`src/assert_macros.svh`:
```
// Assertion macros shared by the frame decoder modules.
`ifndef ASSERT_MACROS_SVH
`define ASSERT_MACROS_SVH

// The condition holds at every clock edge outside reset.
`define ASSERT_ALWAYS(label, cond, msg) \
	label: assert property (@(posedge clk) disable iff (!arst_n) (cond)) else $error(msg);

// The consequent holds in the same cycle as the antecedent.
`define ASSERT_IMPLIES(label, ante, cons, msg) \
	label: assert property (@(posedge clk) disable iff (!arst_n) (ante) |-> (cons)) \
		else $error(msg);

// The consequent holds in the cycle after the antecedent.
`define ASSERT_NEXT(label, ante, cons, msg) \
	label: assert property (@(posedge clk) disable iff (!arst_n) (ante) |=> (cons)) \
		else $error(msg);

`endif

```
`src/crcfd_pkg.sv`:
```
// Shared constants, types and functions of the measurement frame decoder.
package crcfd_pkg;

	localparam int unsigned WORDS = 3;
	localparam logic [7:0] CRC_POLY = 8'h31;
	localparam logic [7:0] CRC_INIT = 8'hFF;
	localparam logic [31:0] TEMP_SCALE = 32'd17500;
	localparam logic [31:0] HUM_SCALE = 32'd10000;
	localparam logic [14:0] TEMP_OFFSET = 15'd4500;
	localparam logic [16:0] FULL_SCALE = 17'd65535;

	// Everything the result stage needs once the ninth byte of a frame is in.
	typedef struct packed {
		logic [2:0]  fail_mask;
		logic [15:0] co2_word;
		logic [15:0] temp_word;
		logic [15:0] hum_word;
	} frame_done_t;

	// CRC-8 of one byte, MSB first, no reflection.
	function automatic logic [7:0] crc8_byte(input logic [7:0] crc, input logic [7:0] data);
		logic [7:0] c;
		c = crc ^ data;
		for (int b = 0; b < 8; b++) begin
			c = c[7] ? ((c << 1) ^ CRC_POLY) : (c << 1);
		end
		return c;
	endfunction

	// Floor of x / 65535 for x below 2^31. Since x = q*65535 + (q + lo) with q = x >> 16,
	// one compare against the divisor fixes the quotient.
	function automatic logic [15:0] div_full_scale(input logic [31:0] x);
		logic [15:0] q0;
		logic [16:0] r;
		q0 = x[31:16];
		r = {1'b0, x[15:0]} + {1'b0, q0};
		return (r >= FULL_SCALE) ? q0 + 16'd1 : q0;
	endfunction

endpackage

```
`src/crcfd_frame.sv`:
```
// Input register and byte-by-byte frame tracking with per-word CRC check.
`include "assert_macros.svh"

module crcfd_frame (
	input  logic                     clk,
	input  logic                     arst_n,
	input  logic                     in_valid,
	output logic                     in_ready,
	input  logic [7:0]               data_byte,
	input  logic                     frame_start,
	output logic                     done_valid,
	input  logic                     done_ready,
	output crcfd_pkg::frame_done_t   done
);

	typedef enum logic [1:0] {
		SUB_HIGH,
		SUB_LOW,
		SUB_CRC
	} sub_t;

	logic        valid_s1;
	logic [7:0]  byte_s1;
	logic        start_s1;

	sub_t        sub_q;
	logic [1:0]  word_q;
	logic [7:0]  crc_q;
	logic [7:0]  hold_q;
	logic [2:0]  fail_q;
	logic [15:0] word_store_q [crcfd_pkg::WORDS];

	sub_t        sub_eff, sub_n;
	logic [1:0]  word_eff, word_n;
	logic [7:0]  crc_eff, crc_n;
	logic [2:0]  fail_eff, fail_n;
	logic [7:0]  hold_n;
	logic        wr_en;
	logic        last;
	logic        take;

	// A start mark drops whatever partial frame is in progress.
	always_comb begin
		sub_eff  = start_s1 ? SUB_HIGH : sub_q;
		word_eff = start_s1 ? 2'd0 : word_q;
		crc_eff  = start_s1 ? crcfd_pkg::CRC_INIT : crc_q;
		fail_eff = start_s1 ? 3'd0 : fail_q;

		crc_n  = crc_eff;
		hold_n = hold_q;
		fail_n = fail_eff;
		wr_en  = 1'b0;
		sub_n  = sub_eff;
		word_n = word_eff;

		unique case (sub_eff)
			SUB_HIGH: begin
				crc_n  = crcfd_pkg::crc8_byte(crcfd_pkg::CRC_INIT, byte_s1);
				hold_n = byte_s1;
				sub_n  = SUB_LOW;
			end
			SUB_LOW: begin
				crc_n = crcfd_pkg::crc8_byte(crc_eff, byte_s1);
				wr_en = 1'b1;
				sub_n = SUB_CRC;
			end
			SUB_CRC: begin
				if (crc_eff != byte_s1) begin
					fail_n = fail_eff | (3'b001 << word_eff);
				end
				crc_n  = crcfd_pkg::CRC_INIT;
				sub_n  = SUB_HIGH;
				word_n = word_eff + 2'd1;
			end
			default: begin
				sub_n = SUB_HIGH;
			end
		endcase

		last = (sub_eff == SUB_CRC) && (word_eff == 2'(crcfd_pkg::WORDS - 1));
	end

	// The last byte of a frame waits here while the result stage is not ready.
	assign take     = valid_s1 && (!last || done_ready);
	assign in_ready = !valid_s1 || take;

	assign done_valid       = valid_s1 && last;
	assign done.fail_mask   = fail_n;
	assign done.co2_word    = word_store_q[0];
	assign done.temp_word   = word_store_q[1];
	assign done.hum_word    = word_store_q[2];

	always_ff @(posedge clk or negedge arst_n) begin
		if (!arst_n) begin
			valid_s1 <= 1'b0;
			sub_q    <= SUB_HIGH;
			word_q   <= 2'd0;
			crc_q    <= crcfd_pkg::CRC_INIT;
			fail_q   <= 3'd0;
		end else begin
			if (in_ready) begin
				valid_s1 <= in_valid;
			end
			if (take) begin
				if (last) begin
					sub_q  <= SUB_HIGH;
					word_q <= 2'd0;
					crc_q  <= crcfd_pkg::CRC_INIT;
					fail_q <= 3'd0;
				end else begin
					sub_q  <= sub_n;
					word_q <= word_n;
					crc_q  <= crc_n;
					fail_q <= fail_n;
				end
			end
		end
	end

	always_ff @(posedge clk) begin
		if (in_ready) begin
			byte_s1  <= data_byte;
			start_s1 <= frame_start;
		end
		if (take) begin
			hold_q <= hold_n;
		end
		for (int i = 0; i < crcfd_pkg::WORDS; i++) begin
			if (take && wr_en && (word_eff == 2'(i))) begin
				word_store_q[i] <= {hold_q, byte_s1};
			end
		end
	end

	`ASSERT_ALWAYS(a_word_range, word_q != 2'd3, "word index out of range")
	`ASSERT_NEXT(a_frame_end_clears, take && last,
		word_q == 2'd0 && sub_q == SUB_HIGH && crc_q == crcfd_pkg::CRC_INIT && fail_q == 3'd0,
		"frame state not cleared after last byte")
	`ASSERT_NEXT(a_done_holds, done_valid && !done_ready,
		done_valid && $stable(done.fail_mask), "stalled frame result changed")
	`ASSERT_IMPLIES(a_stall_blocks_input, valid_s1 && !take, !in_ready,
		"input taken while held byte is stalled")

endmodule

```
`src/crcfd_result.sv`:
```
// Value scaling and the output result register.
`include "assert_macros.svh"

module crcfd_result (
	input  logic                     clk,
	input  logic                     arst_n,
	input  logic                     done_valid,
	output logic                     done_ready,
	input  crcfd_pkg::frame_done_t   done,
	output logic                     m_axis_tvalid,
	input  logic                     m_axis_tready,
	output logic [47:0]              m_axis_tdata,
	output logic                     m_axis_tuser
);

	logic        tvalid_q;
	logic [47:0] tdata_q;
	logic        tuser_q;

	logic        ok;
	logic [31:0] temp_prod;
	logic [31:0] hum_prod;
	logic [15:0] temp_raw;
	logic [15:0] hum_raw;
	logic [14:0] temp_centi;
	logic [13:0] hum_centi;
	logic [15:0] co2_ppm;
	logic        load;

	// Scale by the full-range factor, then divide by 65535 with one correction step; a failed frame gives zeros.
	always_comb begin
		ok         = (done.fail_mask == 3'd0);
		temp_prod  = crcfd_pkg::TEMP_SCALE * {16'd0, done.temp_word};
		hum_prod   = crcfd_pkg::HUM_SCALE * {16'd0, done.hum_word};
		temp_raw   = crcfd_pkg::div_full_scale(temp_prod);
		hum_raw    = crcfd_pkg::div_full_scale(hum_prod);
		temp_centi = ok ? (temp_raw[14:0] - crcfd_pkg::TEMP_OFFSET) : 15'd0;
		hum_centi  = ok ? hum_raw[13:0] : 14'd0;
		co2_ppm    = ok ? done.co2_word : 16'd0;
	end

	assign done_ready = !tvalid_q || m_axis_tready;
	assign load       = done_valid && done_ready;

	always_ff @(posedge clk or negedge arst_n) begin
		if (!arst_n) begin
			tvalid_q <= 1'b0;
		end else if (load) begin
			tvalid_q <= 1'b1;
		end else if (m_axis_tready) begin
			tvalid_q <= 1'b0;
		end
	end

	always_ff @(posedge clk) begin
		if (load) begin
			tdata_q <= {hum_centi, temp_centi, co2_ppm, done.fail_mask};
			tuser_q <= ok;
		end
	end

	assign m_axis_tvalid = tvalid_q;
	assign m_axis_tdata  = tdata_q;
	assign m_axis_tuser  = tuser_q;

	`ASSERT_IMPLIES(a_flag_matches_mask, tvalid_q,
		tuser_q == (tdata_q[2:0] == 3'd0), "valid flag disagrees with fail mask")
	`ASSERT_IMPLIES(a_invalid_zero, tvalid_q && !tuser_q,
		tdata_q[47:3] == 45'd0, "failed frame carries nonzero values")
	`ASSERT_IMPLIES(a_hum_range, tvalid_q, tdata_q[47:34] <= 14'd10000,
		"humidity above full scale")
	`ASSERT_NEXT(a_result_held, tvalid_q && !m_axis_tready,
		tvalid_q && $stable(tdata_q), "stalled result changed")

endmodule

```
`src/crc_checked_measurement_frame_decoder.sv`:
```
// Top level of the CRC-checked measurement frame decoder.
// A result is registered once the ninth byte is taken from the input register.
// Throughput: one byte per cycle unless held; input and result registers part the sides.
// Only the ninth byte of a frame waits in the input register while a result is unaccepted.
// Reset (arst_n low) clears the frame position, running CRC, fail bits and both valid flags.
// Word storage has no reset; every word is written before the frame end reads it.
module crc_checked_measurement_frame_decoder (
	input  logic        clk,
	input  logic        arst_n,
	// Input byte stream.
	input  logic        s_axis_tvalid,
	output logic        s_axis_tready,
	input  logic [7:0]  s_axis_tdata,   // [7:0] data_byte
	input  logic        s_axis_tuser,   // [0] frame_start
	// Result stream, one item per complete frame.
	output logic        m_axis_tvalid,
	input  logic        m_axis_tready,
	output logic [47:0] m_axis_tdata,   // [2:0] crc_fail_mask, [18:3] co2_ppm,
	                                    // [33:19] temperature_centi, [47:34] humidity_centi
	output logic        m_axis_tuser    // [0] valid_res
);

	logic                   done_valid;
	logic                   done_ready;
	crcfd_pkg::frame_done_t done;

	// Byte tracking: position in the frame, per-word CRC and the received words.
	crcfd_frame u_frame (
		.clk         (clk),
		.arst_n      (arst_n),
		.in_valid    (s_axis_tvalid),
		.in_ready    (s_axis_tready),
		.data_byte   (s_axis_tdata),
		.frame_start (s_axis_tuser),
		.done_valid  (done_valid),
		.done_ready  (done_ready),
		.done        (done)
	);

	// Scaling of the temperature and humidity words and the result register.
	crcfd_result u_result (
		.clk           (clk),
		.arst_n        (arst_n),
		.done_valid    (done_valid),
		.done_ready    (done_ready),
		.done          (done),
		.m_axis_tvalid (m_axis_tvalid),
		.m_axis_tready (m_axis_tready),
		.m_axis_tdata  (m_axis_tdata),
		.m_axis_tuser  (m_axis_tuser)
	);

endmodule
```
`config.mk`:
```
export PLATFORM = sky130hd
export DESIGN_NAME = crc_checked_measurement_frame_decoder
export DESIGN_NICKNAME = d
export VERILOG_FILES = /design/src/crcfd_pkg.sv /design/src/crcfd_frame.sv /design/src/crcfd_result.sv /design/src/crc_checked_measurement_frame_decoder.sv
export VERILOG_INCLUDE_DIRS = /design/src /design/src/src
export SDC_FILE = /design/constraint.sdc
export NUM_CORES = 1
export LEC_CHECK = 0
export ABC_AREA = 1
export BUFFER_PORTS_ARGS = -buffer_cell sky130_fd_sc_hd__buf_2
export CAP_MARGIN = 10
export CORE_ASPECT_RATIO = 1.1
export CORE_MARGIN = 3
export CORE_UTILIZATION = 40
export CTS_BUF_LIST = sky130_fd_sc_hd__clkbuf_8 sky130_fd_sc_hd__clkbuf_16
export CTS_CLUSTER_DIAMETER = 40
export CTS_CLUSTER_SIZE = 14
export DETAILED_ROUTE_END_ITERATION = 10
export GPL_TIMING_DRIVEN = 0
export SYNTH_ARGS = -nofsm -noshare
export SYNTH_HDL_FRONTEND = slang
export SYNTH_HIERARCHICAL = 1
export SYNTH_SLANG_ARGS = --single-unit
```
`constraint.sdc`:
```
create_clock -name clk -period 7.79 [get_ports clk]
set_input_delay 0.779 -clock clk [delete_from_list [all_inputs] [get_ports clk]]
set_output_delay 0.779 -clock clk [all_outputs]
set_load 0.02 [all_outputs]
```
==> results.json <==
{
  "run_status": "complete, no violations",
  "place_hpwl_um": 28400,
  "coreArea_sq_mm": 0.0357,
  "rows": 72,
  "hold_ws_ns": 0.284,
  "cts_tree": "built",
  "slew_viol_final": 0,
  "ys_seq_elements": 131,
  "cts-buffers-inserted": 17,
  "startpoint_type": "flip-flop",
  "antenna_found_initial": 0,
  "critPathRequiredTime_ns": 8.04,
  "setup_tns_ns": 0,
  "vias": 11800,
  "yosysTopAreaCell": "edfxtp_1",
  "clock_skew_ns": 0.00785,
  "yosysTopAreaCellShare_pct": 23.4,
  "grt_pass1_vias": 11400,
  "drc": 0,
  "yosys-top-cells-area": "edfxtp_1, ha_1, nand2_1, fa_1, inv_1",
  "final-setup-viol-count": 0,
  "cpMostUsedCell": "nand2_1",
  "layout.nets": 2272,
  "synth_edf_count": 114,
  "start_util_pct": 41.1,
  "synth_cells": 1877,
  "grt_max_degree": 31,
  "drive_gt1_share_pct": 12.4,
  "power.leakage_nw": 8.73,
  "cp_max_fo": 10,
  "drt.antenna.violating_nets": 0,
  "critical-path-slowest-cell": "edfxtp_1",
  "end_kind": "flip-flop",
  "syn_area_per_cell_sq_um": 7.81,
  "drtPass1Iterations": 6,
  "slew_headroom_pct": 43.3,
  "finalCriticalPeriod_ns": 7.23,
  "synth_common_cells": "nand2_1, inv_1, ha_1",
  "synthFlopType": "edfxtp_1",
  "clock_latency_ns": 0.42,
  "placed_area_sq_mm": 0.0156,
  "max_stage_delay_ns": 0.55,
  "grt_usage_pct": 18.0,
  "path_class": "reg2reg",
  "finalHoldViolations": 0,
  "htreeDepth": 4,
  "syn-cell-area_sq_mm": 0.0147,
  "clock-root-buffer": "clkbuf_16",
  "die_area_sq_mm": 0.0390,
  "syn-num-nets": 2168,
  "clock.fmax_ghz": 0.138,
  "critPathArrivalTime_ns": 7.49,
  "cts-hold-fix-buffers": 0,
  "area_growth_pct": 12.0,
  "dieHeight_um": 207,
  "dp.cells": 2424,
  "wire_per_inst_um": 13.8,
  "hold_class": "in2async",
  "rsz0062_at_grt": "false",
  "synth-seq-area-share_pct": 26.3,
  "grt_overflow": 0,
  "yosysMostFrequentCell": "nand2_1",
  "pin_count": 64,
  "synthArstFlopShare_pct": 13.0,
  "design_area_sq_mm": 0.0164,
  "path_clk_slew_ns": 0.06,
  "routed_wl_um": 34300,
  "ir_worst_vdd_mv": 0.225,
  "numClockSinks": 131,
  "grt_first_pass_wirelength_um": 56400,
  "drt_iter0_drc": 659,
  "tightest_slew_ns": 0.848,
  "cap_viol_max_count": 0,
  "avgViaCountPerCell": 4.78,
  "finalPower_mw": 2.51,
  "fin_cells": 2475,
  "antenna_cells": 0,
  "min_period_over_period_pct": 92.8,
  "gp_congestion": 0.931,
  "fp.dieW_um": 188,
  "ys_types": 48,
  "cts.path.max_buffers": 2,
  "power.density_mw_per_mm2": 153,
  "portBuffers": 63,
  "ys_warn_count": 6
}
## metrics by stage
stage | utilization [%] | setup WS (ns)
finish | 46.0 | 0.558
floorplan | - | 1.33
detailed placement | 43.8 | 0.406
CTS | 45.6 | 0.396
global route | 46.0 | 0.000914
global placement | 43.6 | 0.465
## flip-flops by register name, summed over array words and instances (netlist names), 2 cells and up
signal / flops
u_frame/byte_s1: 8
u_frame/crc_q: 8
u_frame/fail_q: 3
u_frame/hold_q: 8
u_frame/sub_q: 2
u_frame/word_q: 2
u_frame/word_store_q: 48
u_result/m_axis_tdata: 48
## placed cells by master, fill, tap and decap left out, types with 3 or more instances in the layout
cell / synthesis / routed
nand4_1: 31 / 31
bufinv_16: 0 / 3
dfstp_2: 8 / 8
clkinv_1: 3 / 4
edfxtp_1: 114 / 114
nand3_2: 7 / 7
or2_2: 4 / 4
a21oi_1: 77 / 76
xnor2_1: 17 / 17
nor2_4: 8 / 8
nand2_1: 462 / 462
o21ai_0: 21 / 21
nand2_4: 7 / 7
a21oi_2: 6 / 6
o21ai_1: 5 / 5
inv_8: 0 / 5
xor2_1: 37 / 36
ha_1: 196 / 196
clkbuf_16: 0 / 17
nand3_1: 91 / 91
nand3b_1: 6 / 6
a31oi_1: 4 / 4
xor2_2: 4 / 5
buf_6: 2 / 4
nand2_2: 33 / 33
a211oi_1: 3 / 3
buf_4: 0 / 18
inv_2: 20 / 20
inv_6: 0 / 5
nor3_1: 15 / 15
nor2_1: 127 / 127
buf_2: 2 / 66
fa_1: 82 / 82
inv_1: 425 / 425
o21bai_1: 7 / 7
dfrtp_1: 9 / 9
nor2_2: 21 / 21
## worst max-delay path: cells and delay by family (launching register included)
family                     cells  cell delay, ns
DFF                            1            0.55
buffers and inverters          7            0.58
adders and majority gates      8            3.17
and+or+nand+nor               26            2.73
## final timing paths
| check | start | end | slack (ns) | cells after the start |
|---|---|---|---|---|
| setup / recovery | u_frame/word_store_q[0][24] | u_result/m_axis_tdata[33] | 0.56 | 41 |
| hold / removal | arst_n | u_result/m_axis_tvalid | 0.28 | 1 |
| setup reg to reg | u_frame/word_store_q[0][24] | u_result/m_axis_tdata[33] | 0.56 | 41 |
| hold reg to reg | u_frame/word_q[1] | u_frame/word_q[1] | 0.49 | 2 |
| max in group asynchronous | arst_n | u_frame/crc_q[6] | 7.18 | 1 |
| min in group clk | u_frame/word_q[1] | u_frame/word_q[1] | 0.49 | 2 |
## layout make-up
| class | count | area [sq um] |
|---|---|---|
| Inverter | 449 | 1690 |
| Sequential cell | 131 | 3860 |
| Buffer | 9 | 73.8 |
| Multi-Input combinational cell | 1288 | 9050 |
| Fill cell | 3508 | 19300 |
| Tap cell | 481 | 602 |
| Timing Repair Buffer | 85 | 498 |
| Clock inverter | 15 | 210 |
| Clock buffer | 17 | 425 |
## what timing repair did
action | in CTS | in global routing
hold endpoints to repair | 0 | 0
setup buffers | 0 | 16
gates resized for setup | 0 | 3
endpoints found under the setup margin | 0 | 20
## power by group
part | leakage [nW] | switching, mW | internal [mW] | total, mW
clock | 0.313 | 0.341 | 0.521 | 0.862
sequential | 1.25 | 0.0284 | 0.814 | 0.843
combinational | 7.17 | 0.531 | 0.271 | 0.803
## per-layer routing
metal  global-route usage (%)  up-vias  part of all wire (%)
li1                         -     6078                     -
met1                     23.1     5446                    45
met2                     30.9      243                    47
met3                     3.04       58                   4.4
met4                     6.38        0                   3.2
met5                        0        -                     0
## cell families after synthesis
logic type	synth area share, %
flip-flops	26.3
AND/OR/NAND/NOR	24.7
XOR/XNOR	3.67
AO/OA/AOI/OAI	5.36
adder cells (fa/ha/maj)	27.9
buffers and inverters	12.0
(Power assumes the default switching activity.)
